<file path="config.mk">
export PLATFORM = sky130hd
export DESIGN_NAME = security_association_table_top
export DESIGN_NICKNAME = d
export VERILOG_FILES = /design/src/sat_pkg.sv /design/src/sat_ram.sv /design/src/security_association_table_top.sv
export SDC_FILE = /design/constraint.sdc
export NUM_CORES = 1
export LEC_CHECK = 0
export BUFFER_PORTS_ARGS = -buffer_cell sky130_fd_sc_hd__buf_2
export CAP_MARGIN = 30
export CORE_MARGIN = 5
export CORE_UTILIZATION = 33
export CTS_CLUSTER_SIZE = 8
export DETAILED_ROUTE_END_ITERATION = 7
export GPL_TIMING_DRIVEN = 0
export PLACE_DENSITY_LB_ADDON = 0.15
export SETUP_SLACK_MARGIN = 0.2
export SLEW_MARGIN = 40
export SYNTH_ARGS = -nofsm -noshare
export SYNTH_HDL_FRONTEND = slang
export SYNTH_SLANG_ARGS = --single-unit
export TNS_END_PERCENT = 100
</file>
<file path="constraint.sdc">
create_clock -name i_clk -period 11 [get_ports i_clk]
set_clock_uncertainty 0.2 [all_clocks]
set_input_delay 0 -clock i_clk [delete_from_list [all_inputs] [get_ports i_clk]]
set_output_delay 0 -clock i_clk [all_outputs]
set_load 0.05 [all_outputs]
</file>
<file path="src/sat_pkg.sv">
// Shared constants and types for the security association table.
// No dependencies.
package sat_pkg;

    localparam int ENTRIES = 16;
    localparam int IDX_W   = (ENTRIES > 1) ? $clog2(ENTRIES) : 1;
    localparam int KEY_W   = 64;
    localparam int POL_W   = 8;
    localparam int DATA_W  = KEY_W + POL_W;
    localparam int OP_W    = 2;
    localparam int ST_W    = 2;

    localparam logic [OP_W-1:0] OP_LOOKUP = 2'd0;
    localparam logic [OP_W-1:0] OP_INSERT = 2'd1;
    localparam logic [OP_W-1:0] OP_DELETE = 2'd2;
    localparam logic [OP_W-1:0] OP_CLEAR  = 2'd3;

    localparam logic [ST_W-1:0] ST_OK      = 2'd0;
    localparam logic [ST_W-1:0] ST_PRESENT = 2'd1;
    localparam logic [ST_W-1:0] ST_FULL    = 2'd2;

    typedef enum logic [2:0] {
        S_IDLE,
        S_SCAN,
        S_DRAIN,
        S_EXEC,
        S_OUT
    } t_state;

endpackage

</file>
<file path="src/sat_ram.sv">
// Generic simple dual-port RAM, one write and one registered read port.
// No dependencies.
module sat_ram #(
    parameter int WIDTH = 8,
    parameter int DEPTH = 16
) (
    input  logic                                         i_clk,
    input  logic                                         i_we,
    input  logic [((DEPTH > 1) ? $clog2(DEPTH) : 1)-1:0] i_waddr,
    input  logic [WIDTH-1:0]                             i_wdata,
    input  logic                                         i_re,
    input  logic [((DEPTH > 1) ? $clog2(DEPTH) : 1)-1:0] i_raddr,
    output logic [WIDTH-1:0]                             o_rdata
);

    logic [WIDTH-1:0] r_mem [DEPTH];
    logic [WIDTH-1:0] r_rdata;

    always_ff @(posedge i_clk) begin
        if (i_we) begin
            r_mem[i_waddr] <= i_wdata;
        end
        if (i_re) begin
            r_rdata <= r_mem[i_raddr];
        end
    end

    assign o_rdata = r_rdata;

endmodule

</file>
<file path="src/security_association_table_top.sv">
// Security association table: exact-match SPI store with scan controller.
// Depends on sat_pkg and sat_ram.
//
// Usage:
//   Requests enter on the s_axis channel: tuser carries the operation
//   (lookup, insert, delete, clear), tdata the 64-bit SPI and the policy
//   id used by insert. One result per request leaves on m_axis: tdata
//   holds the policy id of the matching entry, tuser the found flag and
//   the status code.
//   Each request scans every slot of the key/policy RAM, one read per
//   cycle, and the block takes no new request until the result has been
//   loaded into the output register. The lowest free slot is found
//   during the same scan; insert writes the key and policy id to it
//   in the execute state.
//   Valid marks live in flip-flops and are cleared at reset and by the
//   clear operation; RAM contents need no clearing.
//   The result sits in an output register. A new request is taken while
//   it waits, but the next result is held back until the receiver has
//   taken the previous one.
module security_association_table_top (
    input  logic        i_clk,
    input  logic        i_rst_n,
    input  logic        s_axis_tvalid,
    output logic        s_axis_tready,
    input  logic [71:0] s_axis_tdata,   // [63:0] spi_key, [71:64] policy_id_in
    input  logic [1:0]  s_axis_tuser,   // [1:0] op
    output logic        m_axis_tvalid,
    input  logic        m_axis_tready,
    output logic [7:0]  m_axis_tdata,   // [7:0] policy_id_out
    output logic [2:0]  m_axis_tuser    // [0] found, [2:1] status
);

    sat_pkg::t_state r_state, n_state;

    logic [sat_pkg::ENTRIES-1:0] r_valid;
    logic [sat_pkg::OP_W-1:0]    r_op;
    logic [sat_pkg::KEY_W-1:0]   r_key;
    logic [sat_pkg::POL_W-1:0]   r_pol;
    logic [sat_pkg::IDX_W-1:0]   r_scan;
    logic [sat_pkg::IDX_W-1:0]   r_cmp_idx;
    logic                        r_cmp_vld;
    logic                        r_hit;
    logic [sat_pkg::IDX_W-1:0]   r_hit_idx;
    logic [sat_pkg::POL_W-1:0]   r_hit_pol;
    logic                        r_free;
    logic [sat_pkg::IDX_W-1:0]   r_free_idx;
    logic [sat_pkg::ST_W-1:0]    r_status;

    logic                        r_m_valid;
    logic [sat_pkg::POL_W-1:0]   r_m_pol;
    logic                        r_m_found;
    logic [sat_pkg::ST_W-1:0]    r_m_status;

    logic                        ram_we;
    logic                        ram_re;
    logic [sat_pkg::DATA_W-1:0]  ram_rdata;
    logic                        scan_last;
    logic                        cmp_match;
    logic                        cmp_free;
    logic                        out_load;
    logic                        in_acc;

    sat_ram #(
        .WIDTH (sat_pkg::DATA_W),
        .DEPTH (sat_pkg::ENTRIES)
    ) u_ram (
        .i_clk   (i_clk),
        .i_we    (ram_we),
        .i_waddr (r_free_idx),
        .i_wdata ({r_key, r_pol}),
        .i_re    (ram_re),
        .i_raddr (r_scan),
        .o_rdata (ram_rdata)
    );

    assign in_acc    = s_axis_tvalid && s_axis_tready;
    assign scan_last = (r_scan == sat_pkg::IDX_W'(sat_pkg::ENTRIES - 1));
    assign cmp_match = r_cmp_vld && r_valid[r_cmp_idx]
                       && (ram_rdata[sat_pkg::DATA_W-1:sat_pkg::POL_W] == r_key);
    assign cmp_free  = r_cmp_vld && !r_valid[r_cmp_idx] && !r_free;
    assign out_load  = (r_state == sat_pkg::S_OUT) && (!r_m_valid || m_axis_tready);

    // next state
    always_comb begin
        n_state = r_state;
        case (r_state)
            sat_pkg::S_IDLE: begin
                if (in_acc) n_state = sat_pkg::S_SCAN;
            end
            sat_pkg::S_SCAN: begin
                if (scan_last) n_state = sat_pkg::S_DRAIN;
            end
            sat_pkg::S_DRAIN: n_state = sat_pkg::S_EXEC;
            sat_pkg::S_EXEC:  n_state = sat_pkg::S_OUT;
            sat_pkg::S_OUT: begin
                if (out_load) n_state = sat_pkg::S_IDLE;
            end
            default: n_state = sat_pkg::S_IDLE;
        endcase
    end

    // state outputs
    always_comb begin
        s_axis_tready = 1'b0;
        ram_re        = 1'b0;
        ram_we        = 1'b0;
        case (r_state)
            sat_pkg::S_IDLE: s_axis_tready = 1'b1;
            sat_pkg::S_SCAN: ram_re = 1'b1;
            sat_pkg::S_EXEC: ram_we = (r_op == sat_pkg::OP_INSERT) && !r_hit && r_free;
            default: begin
                s_axis_tready = 1'b0;
            end
        endcase
    end

    always_ff @(posedge i_clk) begin
        if (!i_rst_n) begin
            r_state   <= sat_pkg::S_IDLE;
            r_valid   <= '0;
            r_cmp_vld <= 1'b0;
            r_m_valid <= 1'b0;
        end else begin
            r_state   <= n_state;
            r_cmp_vld <= (r_state == sat_pkg::S_SCAN);
            if (r_state == sat_pkg::S_EXEC) begin
                case (r_op)
                    sat_pkg::OP_INSERT: begin
                        if (!r_hit && r_free) r_valid[r_free_idx] <= 1'b1;
                    end
                    sat_pkg::OP_DELETE: begin
                        if (r_hit) r_valid[r_hit_idx] <= 1'b0;
                    end
                    sat_pkg::OP_CLEAR: r_valid <= '0;
                    default: r_valid <= r_valid;
                endcase
            end
            if (out_load) begin
                r_m_valid <= 1'b1;
            end else if (m_axis_tready) begin
                r_m_valid <= 1'b0;
            end
        end
    end

    // request capture, scan and result datapath
    always_ff @(posedge i_clk) begin
        if (in_acc) begin
            r_op   <= s_axis_tuser;
            r_key  <= s_axis_tdata[sat_pkg::KEY_W-1:0];
            r_pol  <= s_axis_tdata[sat_pkg::DATA_W-1:sat_pkg::KEY_W];
            r_scan <= '0;
            r_hit  <= 1'b0;
            r_free <= 1'b0;
        end
        if (r_state == sat_pkg::S_SCAN) begin
            r_cmp_idx <= r_scan;
            if (!scan_last) r_scan <= r_scan + 1'b1;
        end
        if (cmp_match) begin
            r_hit     <= 1'b1;
            r_hit_idx <= r_cmp_idx;
            r_hit_pol <= ram_rdata[sat_pkg::POL_W-1:0];
        end
        if (cmp_free) begin
            r_free     <= 1'b1;
            r_free_idx <= r_cmp_idx;
        end
        if (r_state == sat_pkg::S_EXEC) begin
            if (r_op != sat_pkg::OP_INSERT) r_status <= sat_pkg::ST_OK;
            else if (r_hit)                 r_status <= sat_pkg::ST_PRESENT;
            else if (!r_free)               r_status <= sat_pkg::ST_FULL;
            else                            r_status <= sat_pkg::ST_OK;
        end
        if (out_load) begin
            r_m_found  <= r_hit;
            r_m_pol    <= r_hit ? r_hit_pol : '0;
            r_m_status <= r_status;
        end
    end

    assign m_axis_tvalid = r_m_valid;
    assign m_axis_tdata  = r_m_pol;
    assign m_axis_tuser  = {r_m_status, r_m_found};

endmodule

</file>
==> out/results.ini <==
[critical_path]
worstSetupPathType=reg -> reg
rrSetupSlack_ns=7.01
crit_required_ns=11.28
reg2regPathDepth=12
reg2reg_from=r_state[1]$_SDFFE_PN0P_
r2r_end=u_ram.r_mem[12][35]$_DFFE_PP_
setup.worst_path.start_class=flop
cp_max_fo=7
arrival_ns=4.27
crit_path_end_kind=flop

[outcome]
outcome=finished clean

[run]
cap_violations=0

[timing]
fin_crit_sh_pct=36.3
max_slew_margin_pct=42.0
hold_viol=0
setup_tns_ns=0
tightest_slew_ns=0.870
clock.fmax_mhz=250
rsz0062_at_grt=false
period_minus_slack_ns=3.99
slew_violations=0
final-setup-viol-count=0

[cts]
clk_latency_ns=0.79
cts_root_buf=clkbuf_16
ctsHtreeMaxLevel=4
numCtsBuffers=188
clk_pin_slew_ns=0.05
postCtsHoldBufs=157
cts_tree=built
cts_buffer_depth=3
cts.sink_count=1358
ctsResizeCount=0
post_cts_buffers=0

[synthesis]
yosys.area_share.adder_pct=0.0245
syn_area_per_cell_um2=24.4
synth_compound_area_share_pct=0.866
synth_nets=2166
netlist_instances=2087
synth_edf_count=1331
synth_area_leader_cell=edfxtp_1
seq_area_frac_synth_pct=79.5
synth_simple_gate_area_share_pct=1.49
synth_commonest_cells=1,331 x edfxtp_1, 357 x mux4_2, 47 x clkbuf_1, 45 x xnor2_1, 30 x nor2_1
synthXorXnorAreaFrac_pct=0.842
syn-cell-area_um2=51000
yosysTopAreaCellShare_pct=78.4
synth.most_common_cell=edfxtp_1
async_reset_ff_share_pct=0
synthTopCellsByArea=edfxtp_1 78%, mux4_2 16%, dfxtp_1 1.1%
synth_top_family_by_area=multiplexers
synthFlopType=edfxtp_1
yosysWarnings=0
synth_mux_area_share_pct=16.2
synth.distinct_cells=47
synth_seq_cells=1358

[grt]
overflow=0
track_usage_pct=16.6
grt_pass1_wl_um=192000
antenna_found_initial=2
grt_max_degree=46
grt_pass1_vias=25700

[floorplanning]
die_w_um=403
io_pins=91
die_h_um=403
start_util_pct=33.1
fp.coreArea_um2=154000
dieArea_um2=162000
rows=144

[pwr]
ir_drop_uv=164
intPower_w=0.00955
sw_frac_of_total_pct=23.0
powerDensity_nw_per_um2=196
combPwrFrac_pct=10.9
seqPwrFrac_pct=47.6
clock_power_share_pct=41.5
leakage_nw=20.0
p_switching_w=0.00286

[finish]
drive_above_1_share_pct=33.8
final_nets=2767
area_delta_synth_final_pct=23.9
design_area_um2=63200

[worst_hold_path]
hp-start=s_axis_tvalid
min_to=r_free$_SDFFE_PP1P_
hold_depth=4
worstHoldPathType=in -> reg

[route]
routedWlPerCell_um=28.4
wirelength_um=135000
first_pass_iters=5
vias=24100
drc_errors=0
vias_per_cell=5.06
drt_iter0_drc=2072
postRouteAntennaNets=0

[placed_design]
place_area_um2=56500
io_buffers=89
dp_hpwl_um=90000
gp_congestion=0.734

kinds of logic (layout without fill, tap and decap cells):
kind of cell,count (synthesis),count (layout)
and+or+nand+nor,141,141
buffers and inverters,104,742
xor gates and xnor gates,49,49
adders and majority gates,1,1
muxes,367,367
other,0,2
AOI/OAI and AO/OA,67,67
DFF,1358,1358
power by group through the flow:
stage	clock (W)	combinational (W)	sequential [W]
3_3_place_gp	0	0.00133	0.00599
5_1_grt	0.00551	0.00144	0.00591
4_1_cts	0.00529	0.00140	0.00590
2_1_floorplan	0	0.000891	0.00595
3_5_place_dp	0	0.00135	0.00600
6_report	0.00515	0.00136	0.00590
metrics by stage:
step                std cells  total power, W  setup slack (ns)  hold slack (ns)  util [%]
CTS                      4769          0.0126              6.99            0.114      41.1
global placement         4220         0.00733             -4.42          -0.0238      35.1
floorplan                2087         0.00684              4.23           -0.101         -
detailed placement       4385         0.00735              7.04          -0.0219      36.7
global route             4769          0.0129              6.84            0.156      41.1
finish                   4771          0.0124              7.01            0.201      41.1
state kept, by name, indices dropped and copies added (netlist names):
| register | flops |
|---|---|
| r_hit_idx | 4 |
| r_key | 64 |
| r_m_found | 1 |
| r_hit | 1 |
| r_hit_pol | 8 |
| r_free | 1 |
| r_status | 2 |
| r_m_status | 2 |
| r_cmp_idx | 4 |
| r_scan | 4 |
| r_cmp_vld | 1 |
| u_ram.o_rdata | 72 |
| m_axis_tdata | 8 |
| m_axis_tvalid | 1 |
| r_state | 3 |
| r_op | 2 |
| u_ram.r_mem | 1152 |
| r_valid | 16 |
| r_free_idx | 4 |
| r_pol | 8 |
placed cells by master, fill, tap and decap left out, drive strengths merged, types with 11 or more instances in the layout:
cell / netlist / final
edfxtp: 1331 / 1331
nand2: 19 / 19
nand2b: 13 / 13
xnor2: 45 / 45
nor3: 11 / 11
o21ai: 19 / 19
buf: 43 / 297
dlygate4sd3: 0 / 157
dfxtp: 27 / 27
inv: 14 / 20
mux4: 364 / 364
clkbuf: 47 / 260
nor2b: 22 / 22
nor2: 30 / 30
nand4: 13 / 13
worst max-delay path: stages (launching register included):
cell     delay, ns
dfxtp_1       0.41
and3b_1       0.20
buf_2         0.19
and4b_1       0.31
nand3_1       0.32
nor3_2        0.56
buf_4         0.26
buf_4         0.17
buf_4         0.19
buf_4         0.17
buf_2         0.21
buf_2         0.26
buf_4         0.21
worst max path at each step:
| stage | from | cells after the start | slack [ns] | endpoint |
|---|---|---|---|---|
| floorplan | r_state[1]$_SDFFE_PN0P_ | 5 | 4.23 | u_ram.r_mem[12][0]$_DFFE_PP_ |
| global placement | r_state[1]$_SDFFE_PN0P_ | 5 | -4.42 | u_ram.r_mem[12][36]$_DFFE_PP_ |
| detailed placement | r_state[1]$_SDFFE_PN0P_ | 12 | 7.04 | u_ram.r_mem[12][35]$_DFFE_PP_ |
| CTS | r_state[1]$_SDFFE_PN0P_ | 12 | 6.99 | u_ram.r_mem[12][35]$_DFFE_PP_ |
| global route | r_state[1]$_SDFFE_PN0P_ | 12 | 6.84 | u_ram.r_mem[12][35]$_DFFE_PP_ |
| finish | r_state[1]$_SDFFE_PN0P_ | 12 | 7.01 | u_ram.r_mem[12][35]$_DFFE_PP_ |
cell type report:
cell class	count	area (um^2)
buffer	90	569
inverter	14	67.6
clock inverter	14	209
multi-input combinational	625	10000
timing repair buffer	411	4360
fill	13400	90700
sequential	1358	40500
antenna	2	5.00
tap	2044	2560
clock buffer	213	4860
layer usage:
metal / wire length (um) / share of wire [%] / global-route usage [%] / vias up
met4: 2750 / 2.0 / 4.38 / 0
li1: - / - / - / 10100
met3: 6650 / 4.9 / 2.90 / 179
met2: 67500 / 50 / 27.9 / 755
met1: 58400 / 43 / 22.5 / 13100
met5: 0 / 0 / 0 / -
Power figures use the tool's default switching activity.
